--- config.mk ---
export PLATFORM = sky130hd
export DESIGN_NAME = status_frame_receiver
export DESIGN_NICKNAME = d
export VERILOG_FILES = /design/src/hw/rtl/sfr_pkg.sv /design/src/hw/rtl/status_frame_receiver.sv
export SDC_FILE = /design/constraint.sdc
export NUM_CORES = 1
export LEC_CHECK = 0
export BUFFER_PORTS_ARGS = -buffer_cell sky130_fd_sc_hd__buf_2
export CORE_UTILIZATION = 50
export CTS_BUF_LIST = sky130_fd_sc_hd__clkbuf_2 sky130_fd_sc_hd__clkbuf_4 sky130_fd_sc_hd__clkbuf_8
export CTS_CLUSTER_DIAMETER = 150
export DETAILED_ROUTE_END_ITERATION = 16
export GPL_TIMING_DRIVEN = 0
export HOLD_SLACK_MARGIN = 0.12
export PLACE_DENSITY = 0.81
export SYNTH_ARGS = -nofsm -noshare
export SYNTH_HDL_FRONTEND = slang
export SYNTH_SLANG_ARGS = --single-unit
--- constraint.sdc ---
create_clock -name clk -period 9.6 [get_ports clk]
set_input_delay 0 -clock clk [delete_from_list [all_inputs] [get_ports clk]]
set_output_delay 0 -clock clk [all_outputs]
set_load 0.05 [all_outputs]
--- src/hw/rtl/sfr_pkg.sv ---
// ----------------------------------------------------------------------------
// sfr_pkg: shared types and constants for the status frame receiver
// Wire format constants, register indexes, event codes and the result record.
// ----------------------------------------------------------------------------
package sfr_pkg;

  localparam int PAYLOAD_DEPTH = 16;
  localparam int PAY_ADDR_W    = $clog2(PAYLOAD_DEPTH);
  localparam int PAY_IDX_W     = $clog2(PAYLOAD_DEPTH + 1);

  localparam logic [7:0] SOF_BYTE         = 8'hAA;
  localparam logic [7:0] STATUS_MIN_BYTES = 8'd13;

  localparam logic [4:0] MAX_LEN_RESET    = 5'd16;
  localparam logic [7:0] STATUS_CMD_RESET = 8'h82;
  localparam logic [4:0] STATUS_LEN_RESET = 5'd13;

  localparam int OUT_DATA_W = 152;
  localparam int OUT_USER_W = 3;

  typedef enum logic [1:0] {
    REG_MAX_LEN    = 2'd0,
    REG_STATUS_CMD = 2'd1,
    REG_STATUS_LEN = 2'd2,
    REG_UNUSED     = 2'd3
  } reg_idx_t;

  typedef enum logic [2:0] {
    EV_STATUS_OK   = 3'd0,
    EV_CSUM_ERR    = 3'd1,
    EV_LEN_LONG    = 3'd2,
    EV_STATUS_LEN  = 3'd3,
    EV_OTHER_CMD   = 3'd4
  } event_t;

  typedef enum logic [4:0] {
    PH_WAIT = 5'b00001,
    PH_CMD  = 5'b00010,
    PH_LEN  = 5'b00100,
    PH_PAY  = 5'b01000,
    PH_CHK  = 5'b10000
  } phase_t;

  typedef struct packed {
    logic [31:0] good_frame_count;
    logic [7:0]  status_flags;
    logic [15:0] right_vel;
    logic [15:0] left_vel;
    logic [31:0] right_odom;
    logic [31:0] left_odom;
    logic [7:0]  frame_len;
    logic [7:0]  frame_cmd;
    event_t      event_res;
  } result_t;

endpackage

--- src/hw/rtl/status_frame_receiver.sv ---
// ----------------------------------------------------------------------------
// status_frame_receiver: deframer for start/command/length/payload/checksum
// Parses one received byte per cycle while in_tready is high and reports each finished or aborted frame.
// ----------------------------------------------------------------------------
// Usage
//   in_*  : one received serial byte per transaction in in_tdata[7:0].
//   out_* : one transaction per finished or aborted frame. out_tuser carries
//           the event code, out_tdata the frame command, length, decoded
//           status fields and the good frame count.
//   cfg_* : register writes (0 max payload length, 1 status command,
//           2 status length); always ready, apply to the next byte.
//   A byte is taken every cycle while in_tready is high; the frame state
//   updates in that same cycle and the result for a checksum or over-length
//   byte is registered into the output register, or the skid register when busy.
//   A two-entry result buffer (output register plus skid register) lets bytes
//   keep flowing while a result waits; in_tready drops only when both hold
//   results that the receiver has not yet taken.
//   Reset returns the parser to waiting for a start byte, clears the frame
//   counter, empties the result buffer and loads the register defaults.
//   The payload store is not cleared.
// ----------------------------------------------------------------------------
module status_frame_receiver (
  input  logic         clk,
  input  logic         rst_n,
  input  logic         in_tvalid,
  output logic         in_tready,
  input  logic [7:0]   in_tdata,   // [7:0] rx_byte
  output logic         out_tvalid,
  input  logic         out_tready,
  // [7:0] frame_cmd, [15:8] frame_len, [47:16] left odometer,
  // [79:48] right odometer, [95:80] left speed, [111:96] right speed,
  // [119:112] status_flags, [151:120] good_frame_count
  output logic [sfr_pkg::OUT_DATA_W-1:0] out_tdata,
  output logic [sfr_pkg::OUT_USER_W-1:0] out_tuser,  // [2:0] event_res
  input  logic         cfg_valid,
  output logic         cfg_ready,
  input  logic [1:0]   cfg_index,
  input  logic [7:0]   cfg_data
);

  logic [4:0]  max_len_r;
  logic [7:0]  status_cmd_r;
  logic [4:0]  status_len_r;

  sfr_pkg::phase_t phase_r, phase_nxt;
  logic [7:0]  held_cmd_r, held_cmd_nxt;
  logic [7:0]  held_len_r, held_len_nxt;
  logic [sfr_pkg::PAY_IDX_W-1:0] pay_idx_r, pay_idx_nxt;
  logic [7:0]  sum_r, sum_nxt;
  logic [31:0] frame_cnt_r, frame_cnt_nxt;
  logic [7:0]  store_r [sfr_pkg::PAYLOAD_DEPTH];

  sfr_pkg::result_t res;
  logic        res_valid;
  sfr_pkg::result_t out_r, skid_r;
  logic        out_valid_r, skid_valid_r;

  logic        in_acc, pop, push;
  logic [7:0]  b;
  logic [7:0]  limit;
  logic [7:0]  sum_add;
  logic [7:0]  pay_idx_inc;
  logic        store_wr;

  assign cfg_ready = 1'b1;
  assign in_tready = !skid_valid_r;
  assign in_acc    = in_tvalid && in_tready;
  assign b         = in_tdata;
  assign sum_add   = sum_r + b;
  assign pay_idx_inc = 8'(pay_idx_r) + 8'd1;
  assign store_wr  = in_acc && (phase_r == sfr_pkg::PH_PAY) &&
                     (pay_idx_r < sfr_pkg::PAY_IDX_W'(sfr_pkg::PAYLOAD_DEPTH));

  always_comb begin
    if (8'(max_len_r) > 8'(sfr_pkg::PAYLOAD_DEPTH)) begin
      limit = 8'(sfr_pkg::PAYLOAD_DEPTH);
    end else begin
      limit = 8'(max_len_r);
    end
  end

  always_comb begin
    phase_nxt     = phase_r;
    held_cmd_nxt  = held_cmd_r;
    held_len_nxt  = held_len_r;
    pay_idx_nxt   = pay_idx_r;
    sum_nxt       = sum_r;
    frame_cnt_nxt = frame_cnt_r;
    res_valid     = 1'b0;
    res           = '0;
    res.event_res = sfr_pkg::EV_STATUS_OK;
    res.frame_cmd = held_cmd_r;
    res.frame_len = held_len_r;
    case (phase_r)
      sfr_pkg::PH_WAIT: begin
        if (b == sfr_pkg::SOF_BYTE) begin
          phase_nxt    = sfr_pkg::PH_CMD;
          held_len_nxt = '0;
          pay_idx_nxt  = '0;
          sum_nxt      = '0;
        end
      end
      sfr_pkg::PH_CMD: begin
        held_cmd_nxt = b;
        sum_nxt      = b;
        phase_nxt    = sfr_pkg::PH_LEN;
      end
      sfr_pkg::PH_LEN: begin
        held_len_nxt = b;
        sum_nxt      = sum_add;
        if (b > limit) begin
          res_valid     = 1'b1;
          res.event_res = sfr_pkg::EV_LEN_LONG;
          res.frame_len = b;
          phase_nxt     = (b == sfr_pkg::SOF_BYTE) ? sfr_pkg::PH_CMD : sfr_pkg::PH_WAIT;
          held_cmd_nxt  = '0;
          held_len_nxt  = '0;
          pay_idx_nxt   = '0;
          sum_nxt       = '0;
        end else if (b == 8'd0) begin
          phase_nxt = sfr_pkg::PH_CHK;
        end else begin
          pay_idx_nxt = '0;
          phase_nxt   = sfr_pkg::PH_PAY;
        end
      end
      sfr_pkg::PH_PAY: begin
        pay_idx_nxt = sfr_pkg::PAY_IDX_W'(pay_idx_inc);
        sum_nxt     = sum_add;
        if (pay_idx_inc >= held_len_r) begin
          phase_nxt = sfr_pkg::PH_CHK;
        end
      end
      sfr_pkg::PH_CHK: begin
        res_valid = 1'b1;
        if (b != sum_r) begin
          res.event_res = sfr_pkg::EV_CSUM_ERR;
        end else if (held_cmd_r == status_cmd_r) begin
          if (held_len_r == 8'(status_len_r)) begin
            res.event_res = sfr_pkg::EV_STATUS_OK;
          end else begin
            res.event_res = sfr_pkg::EV_STATUS_LEN;
          end
        end else begin
          res.event_res = sfr_pkg::EV_OTHER_CMD;
        end
        if (res.event_res == sfr_pkg::EV_STATUS_OK) begin
          res.left_odom    = {store_r[3], store_r[2], store_r[1], store_r[0]};
          res.right_odom   = {store_r[7], store_r[6], store_r[5], store_r[4]};
          res.left_vel     = {store_r[9], store_r[8]};
          res.right_vel    = {store_r[11], store_r[10]};
          res.status_flags = store_r[sfr_pkg::PAY_ADDR_W'(sfr_pkg::STATUS_MIN_BYTES - 8'd1)];
          frame_cnt_nxt    = frame_cnt_r + 32'd1;
        end
        phase_nxt    = (b == sfr_pkg::SOF_BYTE) ? sfr_pkg::PH_CMD : sfr_pkg::PH_WAIT;
        held_cmd_nxt = '0;
        held_len_nxt = '0;
        pay_idx_nxt  = '0;
        sum_nxt      = '0;
      end
      default: begin
        phase_nxt    = sfr_pkg::PH_WAIT;
        held_cmd_nxt = '0;
        held_len_nxt = '0;
        pay_idx_nxt  = '0;
        sum_nxt      = '0;
      end
    endcase
    res.good_frame_count = frame_cnt_nxt;
  end

  always_ff @(posedge clk) begin
    if (!rst_n) begin
      max_len_r    <= sfr_pkg::MAX_LEN_RESET;
      status_cmd_r <= sfr_pkg::STATUS_CMD_RESET;
      status_len_r <= sfr_pkg::STATUS_LEN_RESET;
    end else if (cfg_valid && cfg_ready) begin
      case (cfg_index)
        sfr_pkg::REG_MAX_LEN:    max_len_r    <= cfg_data[4:0];
        sfr_pkg::REG_STATUS_CMD: status_cmd_r <= cfg_data;
        sfr_pkg::REG_STATUS_LEN: status_len_r <= cfg_data[4:0];
        default: ;
      endcase
    end
  end

  always_ff @(posedge clk) begin
    if (!rst_n) begin
      phase_r     <= sfr_pkg::PH_WAIT;
      held_cmd_r  <= '0;
      held_len_r  <= '0;
      pay_idx_r   <= '0;
      sum_r       <= '0;
      frame_cnt_r <= '0;
    end else if (in_acc) begin
      phase_r     <= phase_nxt;
      held_cmd_r  <= held_cmd_nxt;
      held_len_r  <= held_len_nxt;
      pay_idx_r   <= pay_idx_nxt;
      sum_r       <= sum_nxt;
      frame_cnt_r <= frame_cnt_nxt;
    end
  end

  always_ff @(posedge clk) begin
    if (store_wr) begin
      store_r[pay_idx_r[sfr_pkg::PAY_ADDR_W-1:0]] <= b;
    end
  end

  // two-entry result buffer
  assign pop  = out_valid_r && out_tready;
  assign push = in_acc && res_valid;

  always_ff @(posedge clk) begin
    if (!rst_n) begin
      out_valid_r  <= 1'b0;
      skid_valid_r <= 1'b0;
    end else if (!out_valid_r || pop) begin
      if (skid_valid_r) begin
        out_valid_r  <= 1'b1;
        skid_valid_r <= push;
      end else begin
        out_valid_r  <= push;
      end
    end else if (push) begin
      skid_valid_r <= 1'b1;
    end
  end

  always_ff @(posedge clk) begin
    if (!out_valid_r || pop) begin
      if (skid_valid_r) begin
        out_r  <= skid_r;
        skid_r <= res;
      end else begin
        out_r  <= res;
      end
    end else if (push) begin
      skid_r <= res;
    end
  end

  assign out_tvalid = out_valid_r;
  assign out_tuser  = out_r.event_res;
  assign out_tdata  = {out_r.good_frame_count, out_r.status_flags, out_r.right_vel,
                       out_r.left_vel, out_r.right_odom, out_r.left_odom,
                       out_r.frame_len, out_r.frame_cmd};

  a_skid_needs_out: assert property (@(posedge clk) disable iff (!rst_n)
    skid_valid_r |-> out_valid_r)
    else $error("skid entry held while output register empty");

  a_cnt_idle: assert property (@(posedge clk) disable iff (!rst_n)
    !in_acc |=> $stable(frame_cnt_r))
    else $error("frame counter moved without a byte");

  a_cnt_step: assert property (@(posedge clk) disable iff (!rst_n)
    (push && res.event_res == sfr_pkg::EV_STATUS_OK) |=>
      frame_cnt_r == $past(frame_cnt_r) + 32'd1)
    else $error("good frame did not advance the counter");

  a_bad_zero: assert property (@(posedge clk) disable iff (!rst_n)
    (out_valid_r && out_r.event_res != sfr_pkg::EV_STATUS_OK) |->
      (out_r.left_odom == '0 && out_r.right_odom == '0 && out_r.status_flags == '0))
    else $error("status fields set on a failed frame");

  a_no_lost_result: assert property (@(posedge clk) disable iff (!rst_n)
    (skid_valid_r && !pop) |=> skid_valid_r && $stable(skid_r))
    else $error("buffered result dropped");

endmodule

# Word-level counts from Yosys, hierarchy flattened
# Memory sizes are Yosys's and may differ from the RTL's.
# Index checks and enable logic that the tools add are counted.
# totals
in_bits,23
out_inout_bits,158
memories,1
ramBits,128
reg_bits,396
elab_cells,121
# mem_list
name,words,word_bits,rd,rd_ports_with_merged_regs,write_ports,line_no,rtl
store_r,16,8,13,0,1,status_frame_receiver.sv:51,logic [7:0] store_r [sfr_pkg::PAYLOAD_DEPTH];
# op_classes
eq_ne,16
reduce_logical,23
addsub,3
n_bitwise,3
mux,42
n_lt_le_gt_ge,4
# op_table
cell,n
two-way mux 155 bit,4
two-way mux 104 bit,2
two-way mux 32 bit,2
two-way mux 8 bit,6
case mux 8 bit (3 select lines),2
two-way mux 5 bit,8
adder 32 x 1 -> 32 bit (second input constant),1
case mux 8 bit (4 select lines),1
case mux 5 bit (5 select lines),1
case mux 5 bit (4 select lines),1
AND reduction 2 bit,5
two-way mux 3 bit,3
AND reduction 3 bit,3
adder 8 bit,1
equality test 8 x 5 -> 1 bit,1
equality test 8 bit,1
equality test 8 bit (second input constant),1
>= comparator 6 x 8 -> 1 bit,1
> comparator 8 bit,1
logical NOT 8 bit,1
inequality test 8 bit,1
two-way mux 1 bit,7
adder 5 x 1 -> 6 bit (second input constant),1
two-way mux 2 bit,3
other kinds (23),33

# Depth between registers and ports, before layout
# Gate-level depths: netlist (run 1).
# depth
ltp_word,10
ltp_mapped,12
mapped_depth_nobuf,11

# Worst setup path after synthesis (run 1)
# OpenSTA, ideal clock, no wires.
# synth_path
path_type,register to register
startpoint,register out_valid_r (netlist: out_tvalid)
endpoint,"register skid_r[0] (netlist name), enable pin"
t_arrival_ns,7.706
setup_slack_ns,1.374
setup_time_ns,0.521
stages_incl_launch_ff,4
required_time_ns,9.079
period_less_slack_ns,8.226
path_cell_list,dfxtp_1 -> nand2b_1 -> nand2_1 -> nand2_1
# synth_via
elab_chain_cells,4
word_cells_on_any_way,6
cone_classes,1 x eq/ne; 5 x reduce/logical
# synth_rtl
item,line_no,rtl
"start, declared",status_frame_receiver.sv:56,"logic out_valid_r, skid_valid_r;"
"start signal, assigned",status_frame_receiver.sv:224,out_valid_r <= push;
logical NOT 1 bit or logical AND 1 bit (tied branches),"status_frame_receiver.sv:232, status_frame_receiver.sv:212",
logical OR 1 bit (*),status_frame_receiver.sv:232,if (!out_valid_r || pop) begin
inequality test 2 bit (no source line) or nonzero test 2 bit (tied branches),-,
AND reduction 2 bit (no source line) (*),-,
"end signal, assigned",status_frame_receiver.sv:235,skid_r <= res;
"end signal, assigned",status_frame_receiver.sv:240,skid_r <= res;
"end, declared",status_frame_receiver.sv:55,"sfr_pkg::result_t out_r, skid_r;"
# Mark *: on every way between the ends. The rest lies on a longest branch, timed or not.
# A chain may end at the register's enable or synchronous reset.

# Worst setup path after layout (run 1)
# layout_path
startpoint,register max_len_r[4]
endpoint,"register skid_r[48] (netlist name), enable pin"
# layout_via
elab_chain_cells,8
# layout_rtl
item,line_no,rtl
"start, declared",status_frame_receiver.sv:41,logic [4:0] max_len_r;
"start signal, assigned",status_frame_receiver.sv:174,max_len_r <= sfr_pkg::MAX_LEN_RESET;
"start signal, assigned",status_frame_receiver.sv:179,sfr_pkg::REG_MAX_LEN: max_len_r <= cfg_data[4:0];
> comparator 5 bit,status_frame_receiver.sv:75,if (8'(max_len_r) > 8'(sfr_pkg::PAYLOAD_DEPTH)) begin
two-way mux 5 bit (*),status_frame_receiver.sv:75,
> comparator 8 bit (*),status_frame_receiver.sv:111,if (b > limit) begin
two-way mux 1 bit (*),status_frame_receiver.sv:111,
case mux 1 bit (2 select lines) (*),status_frame_receiver.sv:94,case (phase_r)
logical AND 1 bit (*),status_frame_receiver.sv:213,assign push = in_acc && res_valid;
nonzero test 2 bit (no source line) (*),-,
AND reduction 2 bit (no source line) (*),-,
# Marks and branches as above.

==> results of run 1 <==
==> where the power goes <==
group          total (mW)  internal, mW  switching [mW]  leakage, nW
clock network        1.85          1.03           0.824        0.863
registers            2.36          2.35          0.0147         5.31
logic               0.236        0.0846           0.152         4.43
total                4.45          3.46           0.990         10.6
==> logic make-up after synthesis <==
| kind of cell | after synthesis | share of synthesized area [%] |
|---|---|---|
| AOI/OAI and AO/OA | 68 | 2.073 |
| xor gates and xnor gates | 85 | 3.627 |
| adders and majority gates | 24 | 1.500 |
| buffers and inverters | 92 | 1.926 |
| DFF | 500 | 68.95 |
| muxes | 187 | 10.09 |
| other | 1 | 0.01827 |
| and+or+nand+nor | 415 | 11.81 |
==> critical path, delay by kind of cell (launching register included) <==
kind / cells / cell delay, ns
AND/OR/NAND/NOR: 3 / 0.65
buffers and inverters: 3 / 1.12
adder cells (fa/ha/maj): 1 / 0.28
AO/OA/AOI/OAI: 5 / 1.23
flip-flops: 1 / 0.31
==> how the worst max path moves through the flow <==
stage / from / endpoint / slack (ns)
finish: max_len_r[4]$_SDFFE_PN1P_ / skid_r[48]$_DFFE_PP_ / 5.63
detailed placement: in_tdata[0] / skid_r[39]$_DFFE_PP_ / 5.70
floorplan: out_tvalid$_SDFFE_PN0P_ / skid_r[0]$_DFFE_PP_ / 1.37
CTS: max_len_r[4]$_SDFFE_PN1P_ / skid_r[48]$_DFFE_PP_ / 5.69
global route: max_len_r[4]$_SDFFE_PN1P_ / skid_r[39]$_DFFE_PP_ / 5.36
global placement: out_tready / skid_r[65]$_DFFE_PP_ / -1.57
==> synth_stat cells, drive strengths merged (3+ instances only) <==
cell,number,share of area [%]
a22oi,5,0.18
buf,19,0.59
mux2,160,8.8
xor2,34,1.5
dfxtp,86,8.4
mux2i,27,1.3
nor4,9,0.65
nor3,26,0.76
nand3b,7,0.32
and4,3,0.13
and3b,3,0.13
o211ai,4,0.15
and2,53,1.6
ha,23,1.4
inv,19,0.35
a21boi,7,0.26
a21o,4,0.15
nand2,62,1.2
o22ai,3,0.091
or2,3,0.091
xnor2,51,2.2
and3,118,3.6
nor3b,5,0.18
nand4,11,0.34
nand2b,5,0.15
or3,4,0.12
clkbuf,54,0.99
nand3,37,0.90
edfxtp,414,61
o21ai,16,0.39
nor2,37,0.68
nor2b,31,0.94
a21oi,19,0.46
==> metrics by stage <==
stage | total power, mW | worst slack, ns | util, %
2_1_floorplan | 2.565 | 1.374 | -
3_3_place_gp | 2.624 | -1.575 | 55.06
3_5_place_dp | 2.629 | 5.701 | 55.37
4_1_cts | 4.483 | 5.694 | 60.33
5_1_grt | 4.603 | 5.365 | 60.33
6_report | 4.447 | 5.627 | 60.33
==> layout make-up <==
| type | instances | share of cell area, % |
|---|---|---|
| flip-flops and latches | 500 | 58.51 |
| well taps | 525 | 2.715 |
| repair buffers | 218 | 5.606 |
| plain buffers | 73 | 1.340 |
| clock inverters | 42 | 1.215 |
| inverters | 19 | 0.2948 |
| clock buffers | 104 | 5.555 |
| multi-input cells | 780 | 24.77 |
==> metal layers <==
layer	wire length (µm)	global-route usage [%]
met1	18960	27.70
met2	20830	34.33
met3	2350	4.104
met4	978	6.983
met5	0	0
==> sequential cells by signal (all words and copies together), names as in the netlist, 8 cells and up <==
signal	flops
frame_cnt_r	32
held_cmd_r	8
held_len_r	8
out_tdata	152
skid_r	155
status_cmd_r	8
store_r	104
sum_r	8
==> cells in the final DEF, fill, tap and decap left out, types with 35 or more instances in the layout <==
cell type	count
clkbuf_1	54
nand3_1	37
edfxtp_1	414
buf_2	189
dlygate4sd3_1	35
and2_1	53
and3_1	118
mux2_2	160
xnor2_1	51
dfxtp_1	86
clkbuf_8	90
nor2_1	37
nand2_1	60
==> impl_metrics.env, run 1 <==
export IMPL_post_route_cell_area_mm2=0.02419
export IMPL_num_antenna_cells=0
export IMPL_rsz0062_at_grt="no"
export IMPL_seqCellArea_mm2=0.01415
export IMPL_max_slew_margin_pct=28.25
export IMPL_htree_num_levels=3
export IMPL_firstDrtPassIters=5
export IMPL_critical_path_class="reg -> reg"
export IMPL_grt_pass1_wl_mm=66.53
export IMPL_cts_tree="done"
export IMPL_die_area_mm2=0.04187
export IMPL_grt_pass1_vias=11950
export IMPL_maxCapViolCount=0
export IMPL_ys_seq_area_share_pct=68.95
export IMPL_skew_ns=0.02692
export IMPL_worstMarginPinSlew_ns=1.074
export IMPL_ys_types=57
export IMPL_status="completed"
export IMPL_postCtsSetupBuffers=0
export IMPL_cts_sinks=500
export IMPL_finalHoldViolCount=0
export IMPL_vias=12060
export IMPL_drc=0
export IMPL_critPathMostFrequentCell="nand2_1"
export IMPL_avgViaCountPerCell=5.335
export IMPL_required_ns=9.93
export IMPL_port_buffer_count=179
export IMPL_fin_cells=2261
export IMPL_start_util_pct=51.19
export IMPL_fp_row_count=73
export IMPL_min_from="out_tready"
export IMPL_post_route_period_util_pct=41.38
export IMPL_wl_per_cell_um=19.07
export IMPL_power_density_mw_per_mm2=183.8
export IMPL_setup_violations=0
export IMPL_crit_arrival_ns=4.30
export IMPL_leakage_nw=10.60
export IMPL_grt_ovfl_total=0
export IMPL_synth_warnings=0
export IMPL_cts_resized_gates=0
export IMPL_cp_max_fo=58
export IMPL_path_cells="inv_1, nand2_1, ha_1, o21ai_0, a21oi_1, o31ai_1, a21o_1, buf_1, a21boi_0, nand2_1, nand2_4, buf_16"
export IMPL_drtIter0Drc=658
export IMPL_clk_latency_ns=0.62
export IMPL_cts_buffer_depth=3
export IMPL_min_period_ns=3.973
export IMPL_numCtsBuffers=81
export IMPL_place_gp_congestion=0.8440
export IMPL_synth_edf_count=414
export IMPL_whs_endpoint="skid_valid_r$_SDFFE_PN0P_"
export IMPL_nets=1720
export IMPL_async_flop_share_pct=0
export IMPL_syn_area_per_cell_um2=14.96
export IMPL_syn_nets=1419
export IMPL_holdPathStages=3
export IMPL_cts_root_buf="clkbuf_8"
export IMPL_io_pins=181
export IMPL_endpoint_kind="flop"
export IMPL_ir_drop_uv=85.66
export IMPL_multi_input_area_mm2=0.005992
export IMPL_die_w_um=204.6
export IMPL_cts_hold_buffers=35
export IMPL_min_path_type="in -> reg"
export IMPL_postRouteAntennaNets=0
export IMPL_r2r_end="skid_r[48]$_DFFE_PP_"
export IMPL_nFillCells=2993
export IMPL_ys_seq_elements=500
export IMPL_tns_ns=0
export IMPL_track_usage_pct=20.88
export IMPL_dpl_instance_area_mm2=0.02220
export IMPL_wl_mm=43.12
export IMPL_critPathLaunchType="flop"
export IMPL_place_inst=2080
export IMPL_drv_slew=0
export IMPL_slowest_stage="buf_1"
export IMPL_syn_area_mm2=0.02053
export IMPL_clk_pin_slew_ns=0.06
export IMPL_regToRegSetupSlack_ns=5.63
export IMPL_max_clock_freq_mhz=251.7
export IMPL_rr_startpoint="max_len_r[4]$_SDFFE_PN1P_"
export IMPL_core_mm2=0.04010
export IMPL_hold_worst_slack_ns=0.2170
export IMPL_slowest_delay_ns=0.57
export IMPL_r2r_cells=12
export IMPL_place_hpwl_mm=27.59
export IMPL_drive_gt1_share_pct=29.03
export IMPL_syn2layout_area_growth_pct=17.86
export IMPL_grt_antenna_before_repair=0
export IMPL_fp_dieH_um=204.6
export IMPL_grt_max_degree=59
export IMPL_postSynthCellCount=1372
export IMPL_synth_ff_type="edfxtp_1"
Note: power is estimated with default switching activity, not from simulation.
==> run 2: changes to the inputs <==
--- a/config.mk
+++ b/config.mk
@@ -5,6 +5,7 @@
 export SDC_FILE = /design/constraint.sdc
 export NUM_CORES = 1
 export LEC_CHECK = 0
+export ABC_AREA = 1
 export BUFFER_PORTS_ARGS = -buffer_cell sky130_fd_sc_hd__buf_2
 export CORE_UTILIZATION = 50
 export CTS_BUF_LIST = sky130_fd_sc_hd__clkbuf_2 sky130_fd_sc_hd__clkbuf_4 sky130_fd_sc_hd__clkbuf_8
@@ -12,7 +13,7 @@
 export DETAILED_ROUTE_END_ITERATION = 16
 export GPL_TIMING_DRIVEN = 0
 export HOLD_SLACK_MARGIN = 0.12
-export PLACE_DENSITY = 0.81
+export PLACE_DENSITY = 0.8
 export SYNTH_ARGS = -nofsm -noshare
 export SYNTH_HDL_FRONTEND = slang
 export SYNTH_SLANG_ARGS = --single-unit
==> constraint.sdc (replaced) <==
create_clock -name clk -period 3.7 [get_ports clk]
set_input_delay 0 -clock clk [delete_from_list [all_inputs] [get_ports clk]]
set_output_delay 0 -clock clk [all_outputs]
set_load 0.05 [all_outputs]
==> impl_metrics.env, run 2 <==
export IMPL_status="completed"
export IMPL_die_w_um=212.9
export IMPL_skew_ns=0.04964
export IMPL_yosysTopAreaCell="edfxtp_1"
export IMPL_yosysMostFrequentCell="nand2_1"
export IMPL_largest_reg_flops=155
export IMPL_dr_wl_met2_mm=24.29
export IMPL_drtIter0Drc=1297
export IMPL_ys_seq_elements=500
export IMPL_drc=0
export IMPL_die_area_mm2=0.04533
export IMPL_maxCapViolCount=0
export IMPL_grt_pass1_wl_mm=78.58
export IMPL_avgViaCountPerCell=4.997
export IMPL_port_buffer_count=178
export IMPL_cts_tree="done"
export IMPL_fin_cells=3128
export IMPL_critical_path_class="reg -> reg"
export IMPL_grt_max_degree=46
export IMPL_setup_violations=0
export IMPL_synth_area_leaders="edfxtp_1 (56%), nand2_1 (13%), dfxtp_1 (7.7%), nor2_4 (5.3%), inv_1 (4.6%)"
export IMPL_crit_arrival_ns=3.56
export IMPL_wl_met3_mm=3.171
export IMPL_grt_antenna_before_repair=1
export IMPL_clk_latency_ns=0.68
export IMPL_cts_resized_gates=0
export IMPL_synth_ff_type="edfxtp_1"
export IMPL_synth_edf_count=414
export IMPL_critPathLaunchType="flop"
export IMPL_post_route_cell_area_mm2=0.02615
export IMPL_place_hpwl_mm=34.96
export IMPL_place_inst=2939
export IMPL_async_flop_share_pct=0
export IMPL_postRouteAntennaNets=0
export IMPL_synth_top_area_share_pct=55.90
export IMPL_fp_row_count=76
export IMPL_cts_sinks=500
export IMPL_syn_area_mm2=0.02224
export IMPL_vias=15630
export IMPL_htree_num_levels=3
export IMPL_io_pins=181
export IMPL_power_density_mw_per_mm2=433.8
export IMPL_ir_drop_uv=241.3
export IMPL_final_cell_mix="nand2_1 (744), edfxtp_1 (414), inv_1 (272), buf_2 (184), nor2_1 (118)"
export IMPL_ys_seq_area_share_pct=63.64
export IMPL_required_ns=4.06
export IMPL_worstMarginPinSlew_ns=1.039
export IMPL_start_util_pct=51.18
export IMPL_postSynthCellCount=2166
export IMPL_min_period_ns=3.202
export IMPL_grt_pass1_vias=15150
export IMPL_ys_types=40
export IMPL_finalHoldViolCount=0
export IMPL_min_path_type="in -> reg"
export IMPL_clk_pin_slew_ns=0.07
export IMPL_synth_warnings=0
export IMPL_post_route_period_util_pct=86.55
export IMPL_syn2layout_area_growth_pct=17.58
export IMPL_syn_area_per_cell_um2=10.27
export IMPL_drive_gt1_share_pct=20.18
export IMPL_wl_mm=50.45
export IMPL_dpl_instance_area_mm2=0.02412
export IMPL_wl_per_cell_um=16.13
export IMPL_rsz0062_at_grt="no"
export IMPL_max_clock_freq_mhz=312.3
export IMPL_cts_buffer_depth=3
export IMPL_track_usage_pct=22.57
export IMPL_layout_commonest_cell="nand2_1"
export IMPL_nets=2527
export IMPL_synth_common_cells="nand2_1 (747), edfxtp_1 (414), inv_1 (274)"
export IMPL_syn_nets=2213
export IMPL_core_mm2=0.04346
export IMPL_grt_ovfl_total=0
export IMPL_cts_root_buf="clkbuf_8"
export IMPL_leakage_nw=11.63
export IMPL_drv_slew=0
export IMPL_numCtsBuffers=80
export IMPL_place_gp_congestion=0.9233
export IMPL_max_slew_margin_pct=30.74
export IMPL_cp_max_fo=27
export IMPL_routed_top_layer="met4"
export IMPL_endpoint_kind="flop"
export IMPL_fp_dieH_um=212.9
export IMPL_largest_register="skid_r"
export IMPL_firstDrtPassIters=5
export IMPL_wl_met1_mm=21.59
==> run 2: changes by cell type after synthesis, sizes merged, moves of 50 or more <==
| cell | before | now |
|---|---|---|
| inv | 19 | 283 |
| nor2 | 37 | 228 |
| mux2 | 160 | 0 |
| and3 | 118 | 1 |
| xnor2 | 51 | 1 |
| a21oi | 19 | 74 |
| nand3 | 37 | 87 |
| and2 | 53 | 0 |
| nand2 | 62 | 772 |
==> run 2: metrics by stage <==
step | utilization (%) | total power, mW | worst slack (ns) | hold slack [ns] | TNS [ns]
floorplan | - | 6.591 | -0.7832 | 0.09887 | -121.39
global placement | 55.00 | 6.738 | -2.271 | 0.2501 | -498.42
detailed placement | 55.50 | 6.754 | 0.3937 | 0.2474 | 0
CTS | 60.17 | 11.44 | 0.4936 | 0.1534 | 0
global route | 60.17 | 11.74 | 0.2756 | 0.1776 | 0
finish | 60.17 | 11.34 | 0.4978 | 0.1996 | 0
==> run 2: final cells by class <==
| cell class | count | area (µm²) |
|---|---|---|
| diodes | 1 | 2.502 |
| plain buffers | 76 | 435.4 |
| inverters | 286 | 1077 |
| clock buffers | 109 | 1344 |
| fillers | 3480 | 17310 |
| multi-input cells | 1304 | 6613 |
| repair buffers | 232 | 1546 |
| clock inverters | 35 | 244.0 |
| flip-flops and latches | 500 | 14150 |
| well taps | 585 | 732.0 |
==> run 2: cells by family after synthesis <==
family / after synthesis / share of synthesized area (%)
AOI/OAI and AO/OA: 143 / 3.466
and+or+nand+nor: 1129 / 24.46
other: 1 / 0.01686
DFF: 500 / 63.64
buffers and inverters: 362 / 6.757
adders and majority gates: 24 / 1.384
xor gates and xnor gates: 7 / 0.2757
==> run 2: power by group <==
group          switching, mW  internal, mW
Combinational          0.367         0.155
Sequential            0.0472          6.10
Clock                   2.15          2.52
Total                   2.57          8.78
==> run 2: routing by layer <==
metal	vias up	track usage, %
li1	7628	-
met1	7418	29.45
met2	499	37.12
met3	87	4.236
met4	0	9.080
met5	-	0
==> run 2: final timing paths <==
kind	startpoint	to	slack [ns]	cells after the start
min reg2reg	status_cmd_r[3]$_SDFFE_PN0P_	status_cmd_r[3]$_SDFFE_PN0P_	0.47	2
max reg2reg	max_len_r[4]$_SDFFE_PN1P_	skid_r[62]$_DFFE_PP_	0.50	19
min	cfg_data[4]	status_cmd_r[4]$_SDFFE_PN0P_	0.20	4
max	max_len_r[4]$_SDFFE_PN1P_	skid_r[62]$_DFFE_PP_	0.50	19
==> run 2: worst max-delay path, stage by stage (launching register included) <==
cell and delay (ns):
dfxtp_1 0.32, inv_2 0.08, nand2_1 0.07, ha_1 0.29, inv_1 0.05, o21bai_1 0.14, nand2_1 0.07, nand2_1 0.06
nand2_1 0.05, nand2_1 0.05, nand2_1 0.08, inv_1 0.07, nand2_2 0.11, buf_6 0.17, nand2_4 0.07, nand2_4 0.07
a21oi_4 0.42, buf_12 0.25, buf_12 0.22, buf_16 0.20
==> run 2: timing repair <==
item,CTS,global route
setup buffers,0,0
endpoints found under the hold margin,167,0
hold buffers,44,0
endpoints found under the setup margin,0,0
